`config.mk`:
```
export PLATFORM = sky130hd
export DESIGN_NAME = quadrature_encoder_speed_meter
export DESIGN_NICKNAME = d
export VERILOG_FILES = /design/src/sv/qesm_pkg.sv /design/src/sv/qesm_div.sv /design/src/sv/qesm_cnt.sv /design/src/sv/quadrature_encoder_speed_meter.sv
export SDC_FILE = /design/constraint.sdc
export NUM_CORES = 1
export LEC_CHECK = 0
export BUFFER_PORTS_ARGS = -buffer_cell sky130_fd_sc_hd__buf_4
export CAP_MARGIN = 5
export CORE_MARGIN = 10
export CORE_UTILIZATION = 55
export CTS_BUF_LIST = sky130_fd_sc_hd__clkbuf_16
export DETAILED_ROUTE_END_ITERATION = 16
export PLACE_DENSITY = 0.71
export SLEW_MARGIN = 30
export SYNTH_ARGS = -nofsm -noshare
export SYNTH_HDL_FRONTEND = slang
export SYNTH_SLANG_ARGS = --single-unit
```
`constraint.sdc`:
```
create_clock -name clk -period 8.05 [get_ports clk]
set_input_delay 1.2075 -clock clk [delete_from_list [all_inputs] [get_ports clk]]
set_output_delay 1.2075 -clock clk [all_outputs]
set_load 0.05 [all_outputs]
```
`src/sv/qesm_pkg.sv`:
```
// Shared types and constants for the quadrature encoder speed meter.
// No dependencies; imported by every module of the block.
package qesm_pkg;

	// register indexes on the configuration port
	localparam logic [1:0] CFG_SLOTS_PER_REV = 2'd0;
	localparam logic [1:0] CFG_WINDOW_MS     = 2'd1;
	localparam logic [1:0] CFG_GEAR_RATIO    = 2'd2;

	localparam int CFG_IDX_W  = 2;
	localparam int CFG_DATA_W = 11;

	localparam int SLOTS_W  = 11;
	localparam int WINDOW_W = 10;
	localparam int GEAR_W   = 8;

	localparam logic [SLOTS_W-1:0]  SLOTS_RESET  = 11'd1;
	localparam logic [WINDOW_W-1:0] WINDOW_RESET = 10'd10;
	localparam logic [GEAR_W-1:0]   GEAR_RESET   = 8'd1;

	localparam int CNT_W    = 16;
	localparam int CH_MAX_W = 3;

	// pulse * 60000 stays below 2^31; slots * 2 * window * gear below 2^30
	localparam int DVD_W = 31;
	localparam int DVS_W = 30;

	localparam logic [15:0] RPM_SCALE = 16'd60000;

	localparam logic signed [CNT_W-1:0] CNT_MAX = 16'sh7FFF;
	localparam logic signed [CNT_W-1:0] CNT_MIN = 16'sh8000;

	localparam logic OP_EDGE = 1'b0;
	localparam logic OP_TICK = 1'b1;

	typedef struct packed {
		logic operation;
		logic channel;
		logic plus_level;
		logic minus_level;
	} qesm_in_t;

	typedef struct packed {
		logic                    channel_out;
		logic signed [CNT_W-1:0] pulse_count;
		logic signed [CNT_W-1:0] speed_rpm;
		logic                    saturated;
		logic                    last;
	} qesm_out_t;

	// one encoder edge toward the counter bank
	typedef struct packed {
		logic                valid;
		logic [CH_MAX_W-1:0] channel;
		logic                up;
	} qesm_edge_t;

endpackage

```
`src/sv/qesm_div.sv`:
```
// Shared restoring divider, one quotient bit per cycle.
// Depends on qesm_pkg for operand widths.
module qesm_div
	import qesm_pkg::*;
(
	input  logic             clk,
	input  logic             arst_n,
	input  logic             start,
	input  logic [DVD_W-1:0] dividend,
	input  logic [DVS_W-1:0] divisor,
	output logic             busy,
	output logic [DVD_W-1:0] quotient
);

	localparam int CNT_BITS = $clog2(DVD_W + 1);

	logic [DVD_W-1:0]    rem_q;
	logic [DVD_W-1:0]    quo_q;
	logic [DVS_W-1:0]    dvs_q;
	logic [CNT_BITS-1:0] cnt_q;
	logic                busy_q;

	logic [DVD_W:0]   shifted;
	logic [DVD_W+1:0] diff;
	logic             borrow;

	assign shifted = {rem_q, quo_q[DVD_W-1]};
	assign diff    = {1'b0, shifted} - (DVD_W+2)'(dvs_q);
	assign borrow  = diff[DVD_W+1];

	always_ff @(posedge clk or negedge arst_n) begin
		if (!arst_n) begin
			busy_q <= 1'b0;
			cnt_q  <= '0;
		end else if (start) begin
			busy_q <= 1'b1;
			cnt_q  <= CNT_BITS'(DVD_W);
		end else if (busy_q) begin
			cnt_q <= cnt_q - 1'b1;
			if (cnt_q == CNT_BITS'(1)) begin
				busy_q <= 1'b0;
			end
		end
	end

	always_ff @(posedge clk) begin
		if (start) begin
			rem_q <= '0;
			quo_q <= dividend;
			dvs_q <= divisor;
		end else if (busy_q) begin
			// keep the partial remainder when the trial subtract borrows
			rem_q <= borrow ? shifted[DVD_W-1:0] : diff[DVD_W-1:0];
			quo_q <= {quo_q[DVD_W-2:0], ~borrow};
		end
	end

	assign busy     = busy_q;
	assign quotient = quo_q;

endmodule

```
`src/sv/qesm_cnt.sv`:
```
// Per-channel saturating pulse counters with clip flags.
// Depends on qesm_pkg for the edge struct and count limits.
module qesm_cnt
	import qesm_pkg::*;
#(
	parameter int CHANNELS = 2,
	parameter int CH_W     = 1
) (
	input  logic                    clk,
	input  logic                    arst_n,
	input  qesm_edge_t              edge_evt,
	input  logic [CH_W-1:0]         rd_idx,
	input  logic                    rd_clr,
	output logic signed [CNT_W-1:0] rd_pulse,
	output logic                    rd_clip
);

	logic signed [CNT_W-1:0] acc_q  [CHANNELS];
	logic                    clip_q [CHANNELS];

	for (genvar i = 0; i < CHANNELS; i++) begin : g_lane
		logic hit;
		logic clr;

		// an edge on a channel with no lane matches nothing and is dropped
		assign hit = edge_evt.valid && (edge_evt.channel == CH_MAX_W'(i));
		assign clr = rd_clr && (rd_idx == CH_W'(i));

		always_ff @(posedge clk or negedge arst_n) begin
			if (!arst_n) begin
				acc_q[i]  <= '0;
				clip_q[i] <= 1'b0;
			end else if (clr) begin
				acc_q[i]  <= '0;
				clip_q[i] <= 1'b0;
			end else if (hit) begin
				if (edge_evt.up) begin
					if (acc_q[i] == CNT_MAX) begin
						clip_q[i] <= 1'b1;
					end else begin
						acc_q[i] <= acc_q[i] + 16'sd1;
					end
				end else begin
					if (acc_q[i] == CNT_MIN) begin
						clip_q[i] <= 1'b1;
					end else begin
						acc_q[i] <= acc_q[i] - 16'sd1;
					end
				end
			end
		end
	end

	assign rd_pulse = acc_q[rd_idx];
	assign rd_clip  = clip_q[rd_idx];

endmodule

```
`src/sv/quadrature_encoder_speed_meter.sv`:
```
// Quadrature encoder speed meter: top level with sequencer and output register.
// Depends on qesm_pkg, qesm_cnt and qesm_div.
//
// Usage:
//   in channel (in_valid/in_ready/in_data): an edge transaction updates one
//   channel's saturating pulse count; a tick transaction emits one result per
//   channel, in channel order, and clears every count.
//   out channel (out_valid/out_ready/out_data): one result per channel, last
//   set on the final one. cfg channel (cfg_valid/cfg_ready/cfg_index/cfg_data)
//   is always ready; an unknown index is ignored. Zero registers act as one.
//   Edge transactions are taken back to back while no tick runs. A tick forms
//   the divisor (S_MUL1, S_MUL2), then per channel loads the count (S_LOAD),
//   starts the divider (S_START), waits for it at one quotient bit per cycle
//   in the shared divider (S_WAIT) and moves the result into the output
//   register (S_OUT), where it holds while the receiver stalls. in_ready is
//   low for the whole tick. A stalled output holds its result; the sequencer
//   waits for the output register to drain, and the next transaction is taken
//   as soon as the last result sits in that register.
//   Reset: counts and clip flags clear, registers take slots 1, window 10,
//   gear 1, out_valid drops.
module quadrature_encoder_speed_meter
	import qesm_pkg::*;
#(
	parameter int CHANNELS = 2
) (
	input  logic                  clk,
	input  logic                  arst_n,
	input  logic                  in_valid,
	output logic                  in_ready,
	input  qesm_in_t              in_data,
	output logic                  out_valid,
	input  logic                  out_ready,
	output qesm_out_t             out_data,
	input  logic                  cfg_valid,
	output logic                  cfg_ready,
	input  logic [CFG_IDX_W-1:0]  cfg_index,
	input  logic [CFG_DATA_W-1:0] cfg_data
);

	localparam int CH_W = (CHANNELS > 1) ? $clog2(CHANNELS) : 1;
	localparam logic [CH_W-1:0] CH_LAST = CH_W'(CHANNELS - 1);

	typedef enum logic [2:0] {
		S_IDLE,
		S_MUL1,
		S_MUL2,
		S_LOAD,
		S_START,
		S_WAIT,
		S_OUT
	} state_t;

	state_t state_q;

	logic [SLOTS_W-1:0]  slots_q;
	logic [WINDOW_W-1:0] window_q;
	logic [GEAR_W-1:0]   gear_q;

	logic [SLOTS_W-1:0]  slots_eff;
	logic [WINDOW_W-1:0] window_eff;
	logic [GEAR_W-1:0]   gear_eff;

	logic [20:0]      prod1_q;
	logic [28:0]      prod2;
	logic [DVS_W-1:0] divisor_q;
	logic [DVD_W-1:0] dvd_q;

	logic [CH_W-1:0]         ch_q;
	logic signed [CNT_W-1:0] pulse_q;
	logic                    clip_q;
	logic                    neg_q;

	logic signed [CNT_W-1:0] rd_pulse;
	logic                    rd_clip;
	logic [16:0]             mag;
	logic [DVD_W-1:0]        dvd_d;

	logic             div_start;
	logic             div_busy;
	logic [DVD_W-1:0] quotient;

	logic             out_valid_q;
	qesm_out_t        out_q;
	logic             out_load;
	logic             rpm_sat;
	logic [CNT_W-1:0] rpm;

	qesm_edge_t edge_evt;
	logic       in_fire;

	assign in_ready  = (state_q == S_IDLE);
	assign cfg_ready = 1'b1;
	assign in_fire   = in_valid && in_ready;

	assign edge_evt.valid   = in_fire && (in_data.operation == OP_EDGE);
	assign edge_evt.channel = CH_MAX_W'(in_data.channel);
	assign edge_evt.up      = in_data.plus_level ^ in_data.minus_level;

	assign slots_eff  = (slots_q == '0) ? SLOTS_W'(1) : slots_q;
	assign window_eff = (window_q == '0) ? WINDOW_W'(1) : window_q;
	assign gear_eff   = (gear_q == '0) ? GEAR_W'(1) : gear_q;
	assign prod2      = 29'(prod1_q) * 29'(gear_eff);

	// magnitude of the count, -32768 gives 32768
	assign mag   = rd_pulse[CNT_W-1] ? (17'd0 - {rd_pulse[CNT_W-1], rd_pulse})
	                                 : {1'b0, rd_pulse};
	assign dvd_d = DVD_W'(33'(mag) * 33'(RPM_SCALE));

	assign div_start = (state_q == S_START);
	assign out_load  = (state_q == S_OUT) && (!out_valid_q || out_ready);

	always_comb begin
		if (neg_q) begin
			rpm_sat = (quotient > DVD_W'(32768));
			rpm     = rpm_sat ? CNT_MIN : CNT_W'(17'd0 - quotient[16:0]);
		end else begin
			rpm_sat = (quotient > DVD_W'(32767));
			rpm     = rpm_sat ? CNT_MAX : quotient[CNT_W-1:0];
		end
	end

	qesm_cnt #(
		.CHANNELS (CHANNELS),
		.CH_W     (CH_W)
	) u_cnt (
		.clk      (clk),
		.arst_n   (arst_n),
		.edge_evt (edge_evt),
		.rd_idx   (ch_q),
		.rd_clr   (state_q == S_LOAD),
		.rd_pulse (rd_pulse),
		.rd_clip  (rd_clip)
	);

	qesm_div u_div (
		.clk      (clk),
		.arst_n   (arst_n),
		.start    (div_start),
		.dividend (dvd_q),
		.divisor  (divisor_q),
		.busy     (div_busy),
		.quotient (quotient)
	);

	always_ff @(posedge clk or negedge arst_n) begin
		if (!arst_n) begin
			slots_q  <= SLOTS_RESET;
			window_q <= WINDOW_RESET;
			gear_q   <= GEAR_RESET;
		end else if (cfg_valid && cfg_ready) begin
			case (cfg_index)
				CFG_SLOTS_PER_REV: slots_q  <= cfg_data[SLOTS_W-1:0];
				CFG_WINDOW_MS:     window_q <= cfg_data[WINDOW_W-1:0];
				CFG_GEAR_RATIO:    gear_q   <= cfg_data[GEAR_W-1:0];
				default: ;
			endcase
		end
	end

	always_ff @(posedge clk or negedge arst_n) begin
		if (!arst_n) begin
			state_q     <= S_IDLE;
			ch_q        <= '0;
			out_valid_q <= 1'b0;
		end else begin
			if (out_load) begin
				out_valid_q <= 1'b1;
			end else if (out_valid_q && out_ready) begin
				out_valid_q <= 1'b0;
			end
			case (state_q)
				S_IDLE: begin
					if (in_fire && in_data.operation == OP_TICK) begin
						state_q <= S_MUL1;
					end
				end
				S_MUL1: begin
					state_q <= S_MUL2;
				end
				S_MUL2: begin
					ch_q    <= '0;
					state_q <= S_LOAD;
				end
				S_LOAD: begin
					state_q <= S_START;
				end
				S_START: begin
					state_q <= S_WAIT;
				end
				S_WAIT: begin
					if (!div_busy) begin
						state_q <= S_OUT;
					end
				end
				S_OUT: begin
					if (out_load) begin
						if (ch_q == CH_LAST) begin
							state_q <= S_IDLE;
						end else begin
							ch_q    <= ch_q + 1'b1;
							state_q <= S_LOAD;
						end
					end
				end
				default: begin
					state_q <= S_IDLE;
				end
			endcase
		end
	end

	// datapath registers, no reset needed
	always_ff @(posedge clk) begin
		if (state_q == S_MUL1) begin
			prod1_q <= 21'(slots_eff) * 21'(window_eff);
		end
		if (state_q == S_MUL2) begin
			divisor_q <= {prod2, 1'b0};
		end
		if (state_q == S_LOAD) begin
			pulse_q <= rd_pulse;
			clip_q  <= rd_clip;
			neg_q   <= rd_pulse[CNT_W-1];
			dvd_q   <= dvd_d;
		end
		if (out_load) begin
			out_q.channel_out <= ch_q[0];
			out_q.pulse_count <= pulse_q;
			out_q.speed_rpm   <= rpm;
			out_q.saturated   <= clip_q || rpm_sat;
			out_q.last        <= (ch_q == CH_LAST);
		end
	end

	assign out_valid = out_valid_q;
	assign out_data  = out_q;

	a_div_only_in_wait: assert property (@(posedge clk) disable iff (!arst_n)
		div_busy |-> state_q == S_WAIT)
		else $error("divider busy outside the wait state");

	a_divisor_nonzero: assert property (@(posedge clk) disable iff (!arst_n)
		state_q == S_START |-> divisor_q != '0)
		else $error("zero divisor at divide start");

	a_last_ends_tick: assert property (@(posedge clk) disable iff (!arst_n)
		(out_load && ch_q == CH_LAST) |=> state_q == S_IDLE && out_valid_q && out_q.last)
		else $error("final result did not end the tick");

	a_no_input_during_tick: assert property (@(posedge clk) disable iff (!arst_n)
		(state_q == S_WAIT || state_q == S_LOAD) |-> !edge_evt.valid)
		else $error("edge transaction taken during a tick");

endmodule
```
# Yosys cells after proc, flatten, opt, wreduce, memory -nomap -nowiden
# Index checks and enable logic that the tools add are counted.
# totals
reg_bits	293
elab_cells	154
in_bits	22
# op_classes
add_sub_neg	9
eq_ne	22
mux	52
n_mul	3
n_reduce_logical	34
bitwise_logic	5
magnitude_cmp	3
# ops
op	count
16-bit two-way mux	16
31-bit two-way mux	3
16-bit equality test (second input constant)	4
32-bit by 30-bit subtractor with 33-bit output	1
16-bit by 2-bit adder with 16-bit output (second input constant)	2
16-bit by 2-bit subtractor with 16-bit output (second input constant)	2
31-bit by 15-bit greater-than comparator with 1-bit output (second input constant)	1
31-bit by 16-bit greater-than comparator with 1-bit output (second input constant)	1
21-bit by 8-bit multiplier with 29-bit output	1
17-bit by 11-bit multiplier with 26-bit output (second input constant)	1
11-bit by 10-bit multiplier with 21-bit output	1
1-bit two-way mux	21
3-bit case mux with 7 select lines	1
17-bit two-way mux	1
1-bit by 16-bit subtractor with 17-bit output (first input constant)	1
1-bit by 16-bit subtractor with 16-bit output (first input constant)	1
3-bit AND reduction	5
3-bit by 2-bit inequality test with 1-bit output (second input constant)	4
11-bit zero test	1
11-bit two-way mux	1
10-bit zero test	1
10-bit two-way mux	1
5-bit two-way mux	2
2-bit nonzero test	5
27 further kinds	50

# Longest topological paths before layout
# Gate-level depths: netlist of the first run.
# depth
ltp_word	7
depth_mapped	27
ltp_nobuf	25

# Hierarchy
# A second synthesis of the first run with hierarchy kept.
# hier_totals
cells_unflattened	2672
area_unflattened_um2	27169.8
# modules_own_cells
mod	area_each_um2	cells_per_inst	n_inst
quadrature_encoder_speed_meter	18763.0	1846	1
qesm_div	5554.1	530	1
qesm_cnt	2852.7	296	1

# Worst setup path before layout of the first run
# OpenSTA, ideal clock, no wires.
# synth_path
path_type	register to register
startpoint	register ch_q
endpoint	register dvd_q[30] (data pin)
t_arrival_ns	6.428
setup_ns	0.270
path_stages_with_launch	23
n_path_buf	3
setup_slack_ns	1.352
required_time_ns	7.780
period_less_slack_ns	6.698
path_cell_list	dfrtp_1 > clkbuf_1 > buf_1 > mux2i_1 > inv_1 > clkbuf_1 > o21ai_0 > fa_1 > inv_1 > fa_1 > fa_1 > inv_1 > fa_1 > fa_1 > ha_1 > nor2_1 > nand2_1 > o221ai_1 > o211a_1 > a211o_1 > o211ai_1 > a2111oi_0 > nor3b_1
# synth_between
elab_chain_len	7
# synth_lines
element	line_no	text
from (decl)	quadrature_encoder_speed_meter.sv:68	logic [CH_W-1:0] ch_q;
from (signal assigned)	quadrature_encoder_speed_meter.sv:200	ch_q <= ch_q + 1'b1;
1-bit inverter with 2-bit output (implied by the code) (*)	qesm_cnt.sv:54	assign rd_pulse = acc_q[rd_idx];
16-bit two-way mux (implied by the code) (*) (3 in a row)	qesm_cnt.sv:54	
net rd_pulse[15]	quadrature_encoder_speed_meter.sv:73	logic signed [CNT_W-1:0] rd_pulse;
1-bit by 16-bit subtractor with 17-bit output	quadrature_encoder_speed_meter.sv:105	assign mag = rd_pulse[CNT_W-1] ? (17'd0 - {rd_pulse[CNT_W-1], rd_pulse})
17-bit two-way mux (*)	quadrature_encoder_speed_meter.sv:105	
17-bit by 11-bit multiplier with 26-bit output (*)	quadrature_encoder_speed_meter.sv:107	assign dvd_d = DVD_W'(33'(mag) * 33'(RPM_SCALE));
net dvd_d[30]	quadrature_encoder_speed_meter.sv:76	logic [DVD_W-1:0] dvd_d;
to (signal assigned)	quadrature_encoder_speed_meter.sv:224	dvd_q <= dvd_d;
to (decl)	quadrature_encoder_speed_meter.sv:66	logic [DVD_W-1:0] dvd_q;
# Mark *: on every way through the listed nets, which the timed path passes. The rest lies on a longest branch. The select of a mux whose other input is x is not followed.
# A chain may end at the register's enable or synchronous reset.

# Worst setup path after layout of the first run
# layout_path
startpoint	register ch_q
endpoint	register dvd_q[30] (data pin)
# layout_between
elab_chain_len	7
# layout_lines
element	line_no
1-bit inverter with 2-bit output (implied by the code) (*)	qesm_cnt.sv:54
16-bit two-way mux (implied by the code) (*) (3 in a row)	qesm_cnt.sv:54
1-bit by 16-bit subtractor with 17-bit output	quadrature_encoder_speed_meter.sv:105
17-bit two-way mux (*)	quadrature_encoder_speed_meter.sv:105
17-bit by 11-bit multiplier with 26-bit output (*)	quadrature_encoder_speed_meter.sv:107
net dvd_d[30]	quadrature_encoder_speed_meter.sv:76
# Marked as above.

==> results of run 1 <==
-- worst paths after layout --
kind,from,endpoint,slack (ns),cells after the start
setup / recovery,ch_q$_DFFE_PN0P_,dvd_q[30]$_DFFE_PN_,1.25,22
hold / removal,divisor_q[26]$_DFFE_PP_,u_div.dvs_q[26]$_DFFE_PP_,0.41,0
setup reg to reg,ch_q$_DFFE_PN0P_,dvd_q[30]$_DFFE_PN_,1.25,22
hold reg to reg,divisor_q[26]$_DFFE_PP_,u_div.dvs_q[26]$_DFFE_PP_,0.41,0
max in group asynchronous,arst_n,slots_q[5]$_DFFE_PN0P_,6.68,2
min in group asynchronous,arst_n,u_div.cnt_q[2]$_DFFE_PN0P_,0.48,1
-- sequential cells by signal, indices dropped and copies added, names as in the netlist --
register        flops
prod1_q            21
window_q           10
state_q             3
dvd_q              25
u_div.busy          1
u_div.quotient     31
u_div.dvs_q        29
u_div.cnt_q         5
out_data           34
u_cnt.acc_q        32
slots_q            11
pulse_q            16
ch_q                1
out_valid           1
u_div.rem_q        31
gear_q              8
divisor_q          29
clip_q              1
u_cnt.clip_q        2
-- metal layers --
metal / vias to the layer above / GRT usage [%] / part of all wire [%]
li1: 9101 / - / -
met1: 9301 / 27.1 / 47
met2: 444 / 33.4 / 47
met3: 71 / 3.01 / 4.6
met4: 0 / 5.02 / 1.6
met5: - / 0 / 0
-- metrics by stage --
| step | cell area [sq um] | hold slack (ns) | utilization [%] | setup WS [ns] |
|---|---|---|---|---|
| after floorplan | 26400 | 0.400 | - | 1.35 |
| after global placement | 27400 | 0.401 | 57.6 | 1.43 |
| after detailed placement | 27400 | 0.405 | 57.6 | 1.24 |
| after CTS | 28500 | 0.414 | 60.0 | 1.24 |
| after global routing | 28600 | 0.414 | 60.1 | 0.677 |
| final | 28600 | 0.414 | 60.1 | 1.25 |
-- final cells by class --
cell class / instances / area [sq um]
Fill cell: 3950 / 19000
Tap cell: 615 / 769
Timing Repair Buffer: 77 / 602
Inverter: 333 / 1250
Clock buffer: 36 / 901
Sequential cell: 291 / 8060
Clock inverter: 29 / 230
Multi-Input combinational cell: 1950 / 16700
-- cell usage in the layout (no fill, tap or decap), types with 34 or more instances in the layout --
master and count:
sky130_fd_sc_hd__and2_1 149, sky130_fd_sc_hd__xnor2_1 96, sky130_fd_sc_hd__buf_4 75, sky130_fd_sc_hd__o21ai_0 125
sky130_fd_sc_hd__nand2_1 302, sky130_fd_sc_hd__inv_1 333, sky130_fd_sc_hd__nor3_1 40, sky130_fd_sc_hd__edfxtp_1 186
sky130_fd_sc_hd__nor2b_1 46, sky130_fd_sc_hd__dfrtp_1 70, sky130_fd_sc_hd__ha_1 235, sky130_fd_sc_hd__mux2_2 34
sky130_fd_sc_hd__a21oi_1 90, sky130_fd_sc_hd__fa_1 245, sky130_fd_sc_hd__nor2_1 96, sky130_fd_sc_hd__mux2i_1 39
sky130_fd_sc_hd__nand3_1 71, sky130_fd_sc_hd__a21o_1 37, sky130_fd_sc_hd__clkbuf_16 36
-- logic make-up (layout without fill, tap and decap cells) --
kind of cell	Yosys count	after routing	synth area share, %
xor gates and xnor gates	124	124	4.12
adders and majority gates	480	480	29.8
DFF	291	291	30.6
and+or+nand+nor	860	860	16.5
buffers and inverters	422	475	6.16
AOI/OAI and AO/OA	406	406	9.81
muxes	74	74	3.02
other	2	6	0.0285
-- worst reg2reg max path, delay by kind of cell (launching register included) --
kind,cells,cell delay (ns)
buf+inv,5,0.70
compound gates,5,1.12
xor+xnor,2,0.77
mux,1,0.51
fa+ha+maj,6,2.53
simple gates,3,0.46
flops,1,0.43
==> parameters.txt, run 1 <==
Parameter                              Value

Cells and area
  Ant diodes ... 0
  Share of layout cells above drive strength 1 ... about 7.4%
  Fin nets ... ~3200
  Final cell count without fillers ... 3331
  Area growth from synthesis to layout ... 8.36%

Routing
  Via/cell ratio ... between 5 and 6
  Detailed-route wire length ... 56400 microns
  # DRC ... 0
  Wire length per cell ... ~17 microns
  Starting DRC count in detailed routing ... ~1100
  Pre-Repair DR Iteration Count ... 7
  Post-route antenna net violation count ... 0
  Vias after detailed routing ... 18900

Timing
  Pins over their slew limit ... 0
  Total of endpoints with negative setup slack in the final report ... 0
  Count of endpoints failing hold in the final timing report ... 0
  Setup repair after global routing missed its margin ... false
  Upper clock frequency limit ... 147 MHz
  Relative slew slack ... between 30% and 40%
  Accumulated negative setup slack ... 0 ns
  Clock Skew ... 0.0120 ns
  Actual transition at the worst max-transition pin ... between 0.9 and 1 ns
  Final critical-path share of the clock period ... 84.5%
  Final period demand of the worst path ... just under 7 ns

Run status
  Outcome ... finished clean

Synthesis
  Mapped cell area ... around 26000 sq um
  Area share of the leading cell type in the synthesized netlist ... about a fifth
  Fraction of registers with async set/reset ... between 20% and 30%
  Library cell with the largest summed area after synthesis ... sky130_fd_sc_hd__edfxtp_1
  Count of flip-flops with a built-in enable after synthesis ... between 150 and 200
  Post-synthesis cell type count ... 78
  Sequential element share of the synthesized area ... between 30% and 40%
  Top_reg_cell synth ... sky130_fd_sc_hd__edfxtp_1
  Post-Synthesis Cells ... about 2700
  Most common library cells after synthesis ... sky130_fd_sc_hd__inv_1 (332), sky130_fd_sc_hd__nand2_1 (304), sky130_fd_sc_hd__fa_1 (245)
  Top cells by area, synth ... sky130_fd_sc_hd__edfxtp_1 (21%), sky130_fd_sc_hd__fa_1 (19%), sky130_fd_sc_hd__ha_1 (11%), sky130_fd_sc_hd__dfrtp_1 (6.6%), sky130_fd_sc_hd__inv_1 (4.7%)
  Total of flip-flops plus latches after synthesis ... a little under 300
  Count leader, synth ... sky130_fd_sc_hd__inv_1
  Average size of a mapped cell ... slightly below 10 sq um
  Warnings from Yosys ... 0

Setup path
  Cell Chain, Critical Path ... buf_4 -> mux2i_1 -> nand3_1 -> o31ai_1 -> xnor2_1 -> inv_1 -> xnor2_1 -> ha_1 -> a21oi_1 -> fa_1 -> fa_1 -> inv_1 -> fa_1 -> inv_1 -> fa_1 -> inv_1 -> ha_1 -> and3_1 -> a21oi_1 -> o211ai_1 -> a2111oi_0 -> nor3b_1
  Required time reported for the critical path endpoint ... roughly 8.3 ns
  Element type at the critical path start ... flip-flop
  Nature of the critical path endpoint ... flip-flop
  Critical-path top delay cell ... sky130_fd_sc_hd__fa_1
  CP max stage delay ... roughly 0.54 ns
  Max FO, Critical Path ... 20
  Buffer and inverter count on the worst path ... 5
  Kind of critical path ... flip-flop to flip-flop
  Arrival time of the worst setup path ... 7.08 ns
  Kind of cell adding the most delay to the critical path ... adder cells

Job
  Max-cap viol count ... 0

GRT
  Maximum number of pins on one net before global-route repair ... 69
  Global routing usage summed across all routing layers ... roughly a fifth
  GR Overflow Total ... 0
  Number of global-route vias before repair ... 19400
  First-pass GRT wire length ... between 90000 and 100000 microns
  Antenna violations before repair ... 0

Placed design
  Placed Cells incl. Taps ... between 3000 and 4000
  Detailed placer's ending HPWL ... 43000 microns
  Count of buffers from port buffering ... 58
  Final estimated routing congestion in global placement ... roughly 0.88

CTS
  Hold-fix buffer count after cts ... 0
  H-tree depth reported by CTS ... 2
  Maximum root-to-sink buffer count ... 3
  Number of sinks handled by clock tree synthesis ... a little under 300
  Post CTS Setup Buffer Count ... 0
  Clock transition at path regs ... about 0.060 ns
  Clock buffers created by TritonCTS ... 36
  Clk Latency, worst-skew pair ... around 0.54 ns
  TritonCTS clock tree ... done
  Number of resized instances in the post-cts repair step ... 0
  Root buffer selected by CTS ... sky130_fd_sc_hd__clkbuf_16

Hold path
  Class of the tightest hold or removal check ... flip-flop to flip-flop

Floorplanning
  Die W ... between 200 and 250 microns
  Chip height ... 239 microns
  Floorplan core area ... 47500 sq um
  Total Die Area ... ~57000 sq um
  Initial standard-cell utilization of the core ... a little under three fifths
  Row Count ... 80
  I/O pin total ... 60
Power of run 1 is left out: the tool's default activity adds up to more than one toggle a clock period on the data nets, which glitch-free logic cannot reach.
==> inputs of run 2 (changes only) <==
==> constraint.sdc (replaced) <==
create_clock -name clk -period 7.1 [get_ports clk]
set_input_delay 1.065 -clock clk [delete_from_list [all_inputs] [get_ports clk]]
set_output_delay 1.065 -clock clk [all_outputs]
set_load 0.05 [all_outputs]
==> parameters.txt, run 2 (synthesis gave the netlist of run 1 again) <==
Parameter                              Value

CTS
  Hold-fix buffer count after cts ... 0
  Clock transition at path regs ... roughly 0.060 ns
  TritonCTS clock tree ... done
  Root buffer selected by CTS ... sky130_fd_sc_hd__clkbuf_16
  H-tree depth reported by CTS ... 2
  Clk Latency, worst-skew pair ... roughly 0.55 ns
  Maximum root-to-sink buffer count ... 3
  Number of sinks handled by clock tree synthesis ... approximately 290
  Clock buffers created by TritonCTS ... 34

Setup path
  Arrival time of the worst setup path ... roughly 7 ns
  Kind of cell adding the most delay to the critical path ... adder cells
  Element type at the critical path start ... flip-flop
  Nature of the critical path endpoint ... flip-flop
  Kind of critical path ... flip-flop to flip-flop
  CP max stage delay ... between 0.5 and 0.6 ns
  Required time reported for the critical path endpoint ... around 7.4 ns
  Cell mode on critical path ... sky130_fd_sc_hd__fa_1
  Buffer and inverter count on the worst path ... 5
  Max FO, Critical Path ... 20
  Cell Chain, Critical Path ... buf_4 -> mux2i_2 -> nand3_1 -> or3_1 -> nand2_1 -> xnor2_1 -> fa_1 -> inv_1 -> fa_1 -> fa_1 -> inv_1 -> fa_1 -> inv_1 -> fa_1 -> inv_1 -> ha_1 -> and3_1 -> a21oi_1 -> o211ai_1 -> a2111oi_0 -> nor3b_1
  Critical-path top delay cell ... sky130_fd_sc_hd__fa_1

Placed design
  Detailed placer's ending HPWL ... approximately 44000 microns
  Count of buffers from port buffering ... 58
  Final estimated routing congestion in global placement ... about 0.9

Timing
  Clock Skew ... just under 0.02 ns
  Upper clock frequency limit ... 152 MHz
  Minimum hold slack ... approximately 0.33 ns
  Count of endpoints failing hold in the final timing report ... 0
  Relative slew slack ... about two fifths
  Total of endpoints with negative setup slack in the final report ... 0
  Actual transition at the worst max-transition pin ... just under 0.9 ns
  Final critical-path share of the clock period ... between 90 and 100%
  Pins over their slew limit ... 0
  Final period demand of the worst path ... 6.60 ns
  Accumulated negative setup slack ... 0 ns
  Setup repair after global routing missed its margin ... false

Routing
  Pre-Repair DR Iteration Count ... 5
  Via/cell ratio ... 5.65
  Starting DRC count in detailed routing ... around 1300
  Wire length per cell ... 17.2 microns
  Detailed-route wire length ... between 50000 and 60000 microns
  Vias after detailed routing ... roughly 19000
  # DRC ... 0
  Post-route antenna net violation count ... 0

Floorplanning
  Floorplan core area ... 47500 sq um
  Die W ... ~240 microns
  Chip height ... between 200 and 250 microns
  Total Die Area ... approximately 57000 sq um
  Row Count ... 80
  I/O pin total ... 60
  Initial standard-cell utilization of the core ... a little under three fifths

Cells and area
  Area growth from synthesis to layout ... 8.75%
  Number of flip-flops in the largest register ... 34
  Most common cell after layout, fill and taps aside ... sky130_fd_sc_hd__inv_1
  Fin nets ... 3201
  Fillcell total ... just under 4000
  Leading cell types in the layout, fill and taps excluded ... sky130_fd_sc_hd__inv_1 (332), sky130_fd_sc_hd__nand2_1 (302), sky130_fd_sc_hd__fa_1 (245)
  Share of layout cells above drive strength 1 ... about 8%
  Ant diodes ... 0

GRT
  GR Overflow Total ... 0
  Global routing usage summed across all routing layers ... between 20% and 30%
  First-pass GRT wire length ... around 100000 microns
  Antenna violations before repair ... 0
  Maximum number of pins on one net before global-route repair ... a little under 70
  Number of global-route vias before repair ... slightly below 20000

Job
  Max-cap viol count ... 0

Run status
  Outcome ... finished clean

Hold path
  Class of the tightest hold or removal check ... primary input to asynchronous set/reset pin
[run 2: cell types whose count changed in the layout (fill, tap and decap cells not counted), sizes merged]
cell      before  now
buf           77   89
clkinv        18   14
bufinv         2    4
clkbuf        36   34
clkinvlp       3    4
[run 2: worst paths after layout]
check / start / endpoint / slack, ns / depth (start not counted)
setup / recovery: ch_q$_DFFE_PN0P_ / dvd_q[30]$_DFFE_PN_ / 0.50 / 21
hold / removal: arst_n / u_div.cnt_q[0]$_DFFE_PN0P_ / 0.33 / 1
setup reg to reg: ch_q$_DFFE_PN0P_ / dvd_q[30]$_DFFE_PN_ / 0.50 / 21
hold reg to reg: divisor_q[26]$_DFFE_PP_ / u_div.dvs_q[26]$_DFFE_PP_ / 0.40 / 0
max in group asynchronous: arst_n / window_q[8]$_DFFE_PN0P_ / 5.86 / 2
min in group clk: divisor_q[26]$_DFFE_PP_ / u_div.dvs_q[26]$_DFFE_PP_ / 0.40 / 0
[run 2: through the flow]
stage          setup WS [ns]  area (sq um)  utilization, %  std cells
2_1_floorplan          0.402         26400               -       2663
3_3_place_gp           0.582         27500            57.8       3277
3_5_place_dp           0.416         27500            57.8       3277
5_1_grt               0.0351         28700            60.3       3340
6_report               0.500         28700            60.3       3340
4_1_cts                0.393         28600            60.2       3339
[run 2: area by class of cell]
cell class	instances	area (sq um)	area share [%]
clock inverter	28	284	0.991
sequential	291	8060	28.1
inverter	333	1250	4.36
multi-input combinational	1950	16800	58.4
clock buffer	34	851	2.97
timing repair buffer	89	692	2.41
tap	615	769	2.68
[run 2: repair_timing]
action	CTS	global route
setup buffers	0	0
setup endpoints to repair	0	5
resized for setup	0	3
[run 2: layer usage]
metal / global-route usage (%) / routed length (microns) / up-vias / part of all wire (%)
li1: - / - / 9110 / -
met1: 27.5 / 26200 / 9301 / 45
met2: 34.5 / 27600 / 399 / 48
met3: 3.15 / 2780 / 72 / 4.8
met4: 5.27 / 950 / 0 / 1.7
met5: 0 / 0 / - / 0
Power of run 2 is left out for the same reason.
